<file path="src/hw/rtl/rtc_pkg.sv">
`timescale 1ns / 1ps
// ----------------------------------------------------------------------------
// RTC register block package
// Item types, register indexes, masks and the periodic interrupt period table.
// ----------------------------------------------------------------------------
package rtc_pkg;

    localparam int PERIOD_W = 29;
    localparam int LOW_COUNT = 14;

    typedef enum logic [1:0] {
        ACT_READ  = 2'd0,
        ACT_WRITE = 2'd1,
        ACT_TICK  = 2'd2
    } t_action;

    localparam logic [3:0] IDX_SEC  = 4'd0;
    localparam logic [3:0] IDX_MIN  = 4'd2;
    localparam logic [3:0] IDX_HOUR = 4'd4;
    localparam logic [3:0] IDX_DOW  = 4'd6;
    localparam logic [3:0] IDX_DAY  = 4'd7;
    localparam logic [3:0] IDX_MON  = 4'd8;
    localparam logic [3:0] IDX_YEAR = 4'd9;
    localparam logic [3:0] IDX_A    = 4'd10;
    localparam logic [3:0] IDX_B    = 4'd11;
    localparam logic [3:0] IDX_C    = 4'd12;
    localparam logic [3:0] IDX_D    = 4'd13;

    localparam logic [7:0] A_RESET = 8'h20;
    localparam logic [7:0] MASK_A  = 8'h7f;
    localparam logic [7:0] MASK_B  = 8'hd7;
    localparam logic [7:0] MASK_CD = 8'h00;
    localparam logic [7:0] MASK_ALL = 8'hff;
    localparam int A_UIP_BIT = 7;
    localparam int B_PIE_BIT = 6;

    // subsecond + 2192000 > 1e9
    localparam logic [29:0] UIP_LIMIT = 30'(1000000000 - (244 + 1948) * 1000);

    typedef struct packed {
        logic [1:0]  action;
        logic [5:0]  reg_index;
        logic [7:0]  write_data;
        logic [19:0] elapsed_ns;
        logic [5:0]  now_seconds;
        logic [5:0]  now_minutes;
        logic [4:0]  now_hours;
        logic [2:0]  now_weekday;
        logic [4:0]  now_month_day;
        logic [3:0]  now_month;
        logic [7:0]  now_year;
        logic [29:0] now_subsecond_ns;
    } t_rtc_in;

    typedef struct packed {
        logic [7:0] read_data;
        logic       irq_level;
    } t_rtc_out;

    function automatic logic [PERIOD_W-1:0] rtc_period(input logic [3:0] sel);
        logic [PERIOD_W-1:0] p;
        case (sel)
            4'd1:    p = PERIOD_W'(3906250);
            4'd2:    p = PERIOD_W'(7812500);
            4'd3:    p = PERIOD_W'(122070);
            4'd4:    p = PERIOD_W'(244141);
            4'd5:    p = PERIOD_W'(488281);
            4'd6:    p = PERIOD_W'(976562);
            4'd7:    p = PERIOD_W'(1953125);
            4'd8:    p = PERIOD_W'(3906250);
            4'd9:    p = PERIOD_W'(7812500);
            4'd10:   p = PERIOD_W'(15625000);
            4'd11:   p = PERIOD_W'(31250000);
            4'd12:   p = PERIOD_W'(62500000);
            4'd13:   p = PERIOD_W'(125000000);
            4'd14:   p = PERIOD_W'(250000000);
            4'd15:   p = PERIOD_W'(500000000);
            default: p = '0;
        endcase
        return p;
    endfunction

    function automatic logic [7:0] rtc_mod100(input logic [7:0] y);
        logic [7:0] r;
        if (y >= 8'd200) begin
            r = y - 8'd200;
        end else if (y >= 8'd100) begin
            r = y - 8'd100;
        end else begin
            r = y;
        end
        return r;
    endfunction

endpackage

</file>
<file path="src/hw/rtl/rtc_registers_periodic_irq.sv">
`timescale 1ns / 1ps
// ----------------------------------------------------------------------------
// RTC register file with periodic interrupt
// Byte register file with time loading, update-in-progress flag and a
// periodic countdown that raises an interrupt line.
// ----------------------------------------------------------------------------
// Usage:
//   Input channel (i_in_valid / o_in_ready / i_in_item) carries one item per
//   access: register read, register write or time tick. Output channel
//   (o_out_valid / i_out_ready / o_out_item) returns exactly one item per
//   input item: the byte read (zero for writes and ticks) and the interrupt
//   line level after the item.
//   The result is registered at the edge that accepts the item. Throughput
//   is one item per cycle while the receiver takes each result; an item is
//   accepted while the previous result is being taken in the same cycle.
//   When the receiver stalls, the result register holds and o_in_ready
//   drops until it is taken.
//   Registers 0 to 13 sit in flip-flops; the rest sit in a memory with one
//   valid bit per entry, so an entry not yet written reads as zero.
//   Reset clears all control state and registers (register A to 0x20);
//   no clearing pass is needed.
// ----------------------------------------------------------------------------
module rtc_registers_periodic_irq #(
    parameter int REG_COUNT = 64
) (
    input  logic              i_clk,
    input  logic              i_rst_n,
    input  logic              i_in_valid,
    output logic              o_in_ready,
    input  rtc_pkg::t_rtc_in  i_in_item,
    output logic              o_out_valid,
    input  logic              i_out_ready,
    output rtc_pkg::t_rtc_out o_out_item
);
    import rtc_pkg::*;

    localparam int AW = $clog2(REG_COUNT);

    logic [7:0]          r_low [LOW_COUNT];
    logic [7:0]          n_low [LOW_COUNT];
    logic [7:0]          r_mem [REG_COUNT];
    logic [REG_COUNT-1:0] r_mem_vld;
    logic                r_armed, n_armed;
    logic [PERIOD_W-1:0] r_rem, n_rem;
    logic                r_irq, n_irq;

    logic                r_out_valid;
    logic                r_sel_mem;
    logic                r_mem_ok;
    logic [7:0]          r_mem_rd;
    logic [7:0]          r_rd_low, n_rd_low;

    logic                accept;
    logic                in_range;
    logic                is_low;
    logic [3:0]          low_idx;
    logic [AW-1:0]       addr;
    logic                mem_wr, mem_rd;
    logic [7:0]          mask;
    logic [PERIOD_W-1:0] period;

    assign o_in_ready = !r_out_valid || i_out_ready;
    assign accept     = i_in_valid && o_in_ready;
    assign in_range   = {2'b00, i_in_item.reg_index} < 8'(REG_COUNT);
    assign is_low     = i_in_item.reg_index < 6'(LOW_COUNT);
    assign low_idx    = i_in_item.reg_index[3:0];
    assign addr       = AW'(i_in_item.reg_index);
    assign period     = rtc_period(r_low[IDX_A][3:0]);
    assign mem_wr     = accept && i_in_item.action == ACT_WRITE && in_range && !is_low;
    assign mem_rd     = i_in_item.action == ACT_READ && in_range && !is_low;

    always_comb begin
        case (low_idx)
            IDX_A:        mask = MASK_A;
            IDX_B:        mask = MASK_B;
            IDX_C, IDX_D: mask = MASK_CD;
            default:      mask = MASK_ALL;
        endcase
    end

    always_comb begin
        n_low    = r_low;
        n_armed  = r_armed;
        n_rem    = r_rem;
        n_irq    = r_irq;
        n_rd_low = 8'h00;
        case (t_action'(i_in_item.action))
            ACT_READ: begin
                if (in_range && is_low) begin
                    if (low_idx == IDX_A) begin
                        n_low[IDX_A][A_UIP_BIT] = i_in_item.now_subsecond_ns > UIP_LIMIT;
                    end
                    if (low_idx < 4'd10) begin
                        n_low[IDX_SEC]  = {2'b00, i_in_item.now_seconds};
                        n_low[IDX_MIN]  = {2'b00, i_in_item.now_minutes};
                        n_low[IDX_HOUR] = {3'b000, i_in_item.now_hours};
                        n_low[IDX_DOW]  = {5'b00000, i_in_item.now_weekday} + 8'd1;
                        n_low[IDX_DAY]  = {3'b000, i_in_item.now_month_day};
                        n_low[IDX_MON]  = {4'b0000, i_in_item.now_month} + 8'd1;
                        n_low[IDX_YEAR] = rtc_mod100(i_in_item.now_year);
                    end
                    n_rd_low = n_low[low_idx];
                    if (low_idx == IDX_C) begin
                        n_irq = 1'b0;
                    end
                end
            end
            ACT_WRITE: begin
                if (in_range && is_low) begin
                    n_low[low_idx] = (r_low[low_idx] & ~mask) | (i_in_item.write_data & mask);
                    if (low_idx == IDX_B && !r_low[IDX_B][B_PIE_BIT]
                            && i_in_item.write_data[B_PIE_BIT]) begin
                        n_armed = period != '0;
                        n_rem   = period;
                    end
                end
            end
            ACT_TICK: begin
                if (r_armed) begin
                    if (PERIOD_W'(i_in_item.elapsed_ns) >= r_rem) begin
                        if (period == '0) begin
                            n_armed = 1'b0;
                            n_rem   = '0;
                        end else begin
                            n_rem = period;
                            if (r_low[IDX_B][B_PIE_BIT]) begin
                                n_irq = 1'b1;
                            end
                        end
                    end else begin
                        n_rem = r_rem - PERIOD_W'(i_in_item.elapsed_ns);
                    end
                end
            end
            default: begin
            end
        endcase
    end

    always_ff @(posedge i_clk) begin
        if (!i_rst_n) begin
            for (int i = 0; i < LOW_COUNT; i++) begin
                r_low[i] <= (i == int'(IDX_A)) ? A_RESET : 8'h00;
            end
            r_armed      <= 1'b0;
            r_rem        <= '0;
            r_irq        <= 1'b0;
            r_out_valid  <= 1'b0;
            r_mem_vld    <= '0;
        end else begin
            if (accept) begin
                r_low   <= n_low;
                r_armed <= n_armed;
                r_rem   <= n_rem;
                r_irq   <= n_irq;
            end
            if (mem_wr) begin
                r_mem_vld[addr] <= 1'b1;
            end
            if (accept) begin
                r_out_valid <= 1'b1;
            end else if (i_out_ready) begin
                r_out_valid <= 1'b0;
            end
        end
    end

    always_ff @(posedge i_clk) begin
        if (mem_wr) begin
            r_mem[addr] <= i_in_item.write_data;
        end
        if (accept) begin
            r_mem_rd  <= r_mem[addr];
            r_mem_ok  <= r_mem_vld[addr];
            r_sel_mem <= mem_rd;
            r_rd_low  <= n_rd_low;
        end
    end

    assign o_out_valid          = r_out_valid;
    assign o_out_item.read_data = r_sel_mem ? (r_mem_ok ? r_mem_rd : 8'h00) : r_rd_low;
    assign o_out_item.irq_level = r_irq;

endmodule
</file>
<file path="config.mk">
export PLATFORM = sky130hd
export DESIGN_NAME = rtc_registers_periodic_irq
export DESIGN_NICKNAME = d
export VERILOG_FILES = /design/src/hw/rtl/rtc_pkg.sv /design/src/hw/rtl/rtc_registers_periodic_irq.sv
export SDC_FILE = /design/constraint.sdc
export NUM_CORES = 1
export LEC_CHECK = 0
export ABC_AREA = 0
export BUFFER_PORTS_ARGS = -buffer_cell sky130_fd_sc_hd__buf_2
export CORE_MARGIN = 2
export CORE_UTILIZATION = 30
export CTS_CLUSTER_SIZE = 8
export DETAILED_ROUTE_END_ITERATION = 6
export PLACE_DENSITY = 0.53
export SLEW_MARGIN = 25
export SYNTH_ARGS = -nofsm -noshare
export SYNTH_HDL_FRONTEND = slang
export SYNTH_SLANG_ARGS = --single-unit
export TNS_END_PERCENT = 1
</file>
<file path="constraint.sdc">
create_clock -name i_clk -period 3.6 [get_ports i_clk]
set_input_delay 0.72 -clock i_clk [delete_from_list [all_inputs] [get_ports i_clk]]
set_output_delay 0.72 -clock i_clk [all_outputs]
set_load 0.01 [all_outputs]
</file>
; ---- Word-level counts from Yosys, hierarchy flattened
; Memory sizes are Yosys's and may differ from the RTL's. A register that Yosys moved wholly into a read port is not among the register bits.
; Cells that the tools add are included.
[word_totals]
word_cells = 153
ff_bits = 218
ram_bits = 512
inputBits = 107
mem_count = 2
romBits = 464
output_inout_bits = 11
[memory_table]
columns = name, words, width, rd, rd_ports_with_merged_regs, wr, line_no
row1 = r_mem, 64, 8, 1, 1, 1, rtc_registers_periodic_irq.sv:41  ; logic [7:0] r_mem [REG_COUNT];
row2 = (name not given), 16, 29, 1, 1, 0, rtc_pkg.sv:62  ; case (sel)
[op_classes]
n_lt_le_gt_ge = 10
n_reduce_logical = 26
add_sub_neg = 5
bitwise_logic = 6
eq_ne = 14
mux = 67
[ops]
columns = operator, n
row1 = 2-to-1 mux 8 bit, 21
row2 = 2-to-1 mux 29 bit, 5
row3 = bitwise mux 112 bit, 1
row4 = 2-to-1 mux 112 bit, 1
row5 = 2-to-1 mux 32 bit, 3
row6 = one-hot mux 33 bit (2 select lines), 1
row7 = binary-select mux 8 bit (select 4 bit), 2
row8 = OR 64 bit, 1
row9 = one-hot mux 29 bit (2 select lines), 1
row10 = one-hot mux 8 bit (2 select lines), 3
row11 = 2-to-1 mux 33 bit, 1
row12 = demux 8 bit (select 4 bit), 1
row13 = > comparator 30 bit (second input constant), 1
row14 = >= comparator 20 x 29 -> 1 bit, 1
row15 = zero test 29 bit, 1
row16 = nonzero test 29 bit, 1
row17 = subtractor 29 x 20 -> 29 bit, 1
row18 = one-hot mux 8 bit (3 select lines), 1
row19 = 2-to-1 mux 1 bit, 20
row20 = bitwise AND 8 bit, 2
row21 = equality test 4 bit (second input constant), 4
row22 = != test 2 bit (second input constant), 6
row23 = >= comparator 8 x 7 -> 1 bit (second input constant), 1
row24 = >= comparator 8 bit (second input constant), 1
row25 = 31 further kinds, 47

; ---- Logic depth before layout (Yosys ltp)
[depth]
depth_word = 9
depth_mapped = 12
mapped_depth_nobuf = 11

; ---- Worst setup path before layout
; Ideal clock, no wire load.
[synth_path]
path_type = input to register
start = input i_in_item[96] (netlist name)
end = register, netlist name period[9]
slack_ps = 623
t_arrival_ps = 2845
cell_stages = 10
n_path_buf = 2
setup_time_ps = 132
required_time_ps = 3468
path_cell_list = clkbuf_2 a311oi_2 and4_1 a21oi_1 a211o_1 ha_1 clkbuf_1 mux2_2 nor2_1 a21oi_1
[synth_via]
elab_chain_cells = 9
elab_cells_between_ends = 24
classes_between = 3 x order compare / 4 x eq/ne / 9 x mux / 5 x bitwise / 3 x reduce/logical
[synth_rtl]
columns = element, line_no
row1 = from (decl), rtc_registers_periodic_irq.sv:30  ; input rtc_pkg::t_rtc_in i_in_item,
row2 = inverter 4 -> 5 bit / equality test 4 bit (equally long branches), "rtc_registers_periodic_irq.sv:110, rtc_registers_periodic_irq.sv:73"
row3 = binary-select mux 8 bit (select 4 bit) / OR reduction 2 bit (equally long branches), "rtc_registers_periodic_irq.sv:110, rtc_registers_periodic_irq.sv:73"
row4 = 2-to-1 mux 8 bit (implied by the code) / one-hot mux 8 bit (3 select lines) (equally long branches), "rtc_registers_periodic_irq.sv:110, rtc_registers_periodic_irq.sv:73"
row5 = 2-to-1 mux 8 bit (implied by the code) / inverter 8 bit (equally long branches), rtc_registers_periodic_irq.sv:110  ; n_low[low_idx] = (r_low[low_idx] & ~mask) | (i_in_item.write_data & mask);
row6 = bitwise AND 8 bit, rtc_registers_periodic_irq.sv:110
row7 = OR 8 bit, rtc_registers_periodic_irq.sv:110
row8 = bitwise mux 112 bit, rtc_registers_periodic_irq.sv:110
row9 = 2-to-1 mux 4 bit (no line) * (2 in a row), --
; Mark *: on every way between the ends. The rest lies on a longest branch, timed or not. The select of a mux whose other input is x is not followed.
; A chain may end at the register's enable or synchronous reset.

==> impl_metrics.toml <==
[synth]
syn_area_per_cell_um2 = 14.49
yosysWarnings = 0
ys_seq_elements = 740
synthArstFlopShare_pct = 0
synth_ff_type = "edfxtp_1"
syn_inst = 2214
synth_edf_count = 530
ys_types = 80
yosys-top-cells-area = "edfxtp_1 50%, mux4_2 14%, dfxtp_1 13%, nor2_1 2.3%, a21oi_1 1.5%"
synthesis.area_um2 = 32080
seq_area_frac_synth_pct = 62.72
synth.top_cell.area_share_pct = 49.61
yosysTopAreaCell = "edfxtp_1"

[setup_path]
critical_path_required_ns = 2.88
worstPathMaxFanout = 10
cp.arrival_ns = 2.25
crit_path_max_incr_delay_ns = 0.62
cp_slowest_cell = "edfxtp_1"
crit_family = "flip-flops"
cp-start-kind = "flop"
cp.depth = 4
crit_type = "reg -> out"
endpoint_kind = "output port"
path_buf_inv = 1
path_cells = "and2_1, nand2_1, o21ai_0, buf_2"
r2r_cells = 9

[pwr]
ir_drop_v = 0.0003869
pwr_density_cell_nw_per_um2 = 508.8
fin_total_pwr_mw = 19.56
leakage_nw = 13.48

[sta]
worstMarginPinSlew_ns = 0.8595
layout_setup_ws_ns = 0.6269
slew_headroom_pct = 42.70
tns_ns = 0
final_hold_viol_count = 0
fin_skew_ns = 0.02289
post-route-period-util_pct = 82.59
maxSlewViolCount = 0
max_freq_mhz = 336.3
setup_viol_count_final = 0
layout_min_cycle_time_ns = 2.973
rsz0062_at_grt = "false"

[drt]
route.detailed.drc = 0
ant_nets = 0
routedWlPerCell_um = 22.62
viasPerCell = 5.141
dr.pass1.iters = 5
drt-initial-drc-count = 1759
routed_wl_um = 90870
vias = 20650

[die]
num_io_pins = 118
die_x_um = 331.0
core_area_um2 = 105700
start_util_pct = 30.35
die_h_um = 331.0
dieArea_um2 = 109600
rows = 119

[clocking]
clk_pin_slew_worst_paths_ns = 0.05
tritoncts = "yes"
cts_made_buffers = 102
clock_latency_ns = 0.66
cts_hold_buf = 0
h-tree-depth = 3
post_cts_buffers = 0
cts_root_buf = "clkbuf_16"
ctsResizeCount = 0
cts.sinks = 740
cts.path.max_buffers = 3

[placed_design]
dpl.hpwl_um = 62640
place.gp.congestion = 0.8543
placed_cells = 3835
dp_worst_setup_slack_ns = 0.1219
io_buffers = 117

[finish]
final_common_cell = "edfxtp_1"
drive_above_1_share_pct = 23.53
nNetsFinal = 2691
fill_cells = 10128
fin_cells = 4017
layout_common_cells = "530 x edfxtp_1, 210 x dfxtp_1, 202 x mux4_2"
antennaDiodeCount = 0
area_delta_synth_final_pct = 19.86

[global_route]
grt_antenna_before_repair = 3
grt_pass1_wl_um = 134800
grt_pass1_vias = 21006
grt_max_degree = 137
grt_use_total_pct = 16.47
grt-ovfl-total = 0

[hold_path]
min-delay-path-class = "in -> reg"
holdPathStages = 3

[run]
cap_violations = 0

[outcome]
status = "completed"
## synthesized netlist by cell type (7+ instances only)
master	count
nand2_1	127
nand2b_1	10
mux2_2	11
a311oi_1	11
a21o_1	15
a211oi_1	32
nand4_1	19
ha_1	35
o22ai_1	7
dfxtp_1	210
xor2_1	11
inv_1	55
buf_2	46
a21oi_1	98
xnor2_1	12
and2_1	36
o21a_1	54
nor2_1	194
a31oi_1	27
a22oi_1	11
nand3_1	40
nor3_1	24
clkbuf_1	75
mux2i_1	44
o21ai_0	96
and3_1	8
edfxtp_1	530
nor4_1	9
buf_4	19
mux4_2	202
nor2b_1	9
o211ai_1	17
## worst reg2reg max path: stages, from the launching register on
cell and delay (ns):
dfxtp_1 0.34, ha_1 0.37, o21ai_0 0.23, o21ai_0 0.18
a2111oi_0 0.44, a31oi_1 0.29, a21oi_2 0.36, buf_4 0.27
o21ai_0 0.11, a32o_1 0.26
## flip-flops by register name, summed over array words and instances (netlist names)
register and count:
period 29, r_low 85, r_rem 29, r_armed 1, r_irq 1, r_mem_vld 64
r_mem_ok 1, r_mem_rd 8, r_rd_low 8, r_sel_mem 1, r_mem 512, o_out_valid 1
## cells by family after synthesis
| group | after synthesis | share of synthesized area, % |
|---|---|---|
| flops | 740 | 62.72 |
| simple gates | 514 | 7.461 |
| compound gates | 434 | 8.811 |
| mux | 258 | 15.99 |
| buf+inv | 208 | 2.956 |
| fa+ha+maj | 36 | 1.428 |
| xor+xnor | 23 | 0.6279 |
| other cells | 1 | 0.01169 |
## report_power, final
| part | leakage [nW] | internal [mW] | switching [mW] |
|---|---|---|---|
| Clock | 1.43 | 5.49 | 3.49 |
| Sequential | 6.56 | 9.28 | 0.0393 |
| Combinational | 5.49 | 0.503 | 0.756 |
| Total | 13.5 | 15.3 | 4.29 |
## per-layer routing
metal	up-vias	GRT usage, %	wire, µm
met5	-	0	0
met4	0	4.025	1962
met3	141	2.717	5086
met2	702	27.20	43630
met1	10622	22.66	40180
li1	9185	-	-
## through the flow
stage                     cell area [µm²]  util (%)  hold slack, ns
after floorplan                     32500         -          0.4214
after global placement              35460     33.54          0.4365
after detailed placement            35460     33.54          0.4401
after CTS                           38450     36.37          0.2990
after global routing                38450     36.37          0.3443
final                               38450     36.37          0.3459
## layout make-up
class                   instances  area, µm²  area share (%)
clock buffers                 180       2962           7.702
clock inverters                 2      28.78         0.07484
inverters                      58      217.7          0.5662
multi-input cells            1377      11450           29.77
flip-flops and latches        740      20120           52.32
well taps                    1391       1740           4.526
repair buffers                269       1938           5.040
## worst paths after layout
kind	start	to	slack (ns)
max	r_sel_mem	o_out_item[4]	0.63
min	i_in_valid	o_out_valid	0.35
max reg2reg	r_rem[9]	r_rem[25]	0.65
min reg2reg	r_mem_vld[0]	r_mem_vld[0]	0.45
No activity file was read; power rests on OpenSTA's default activity.
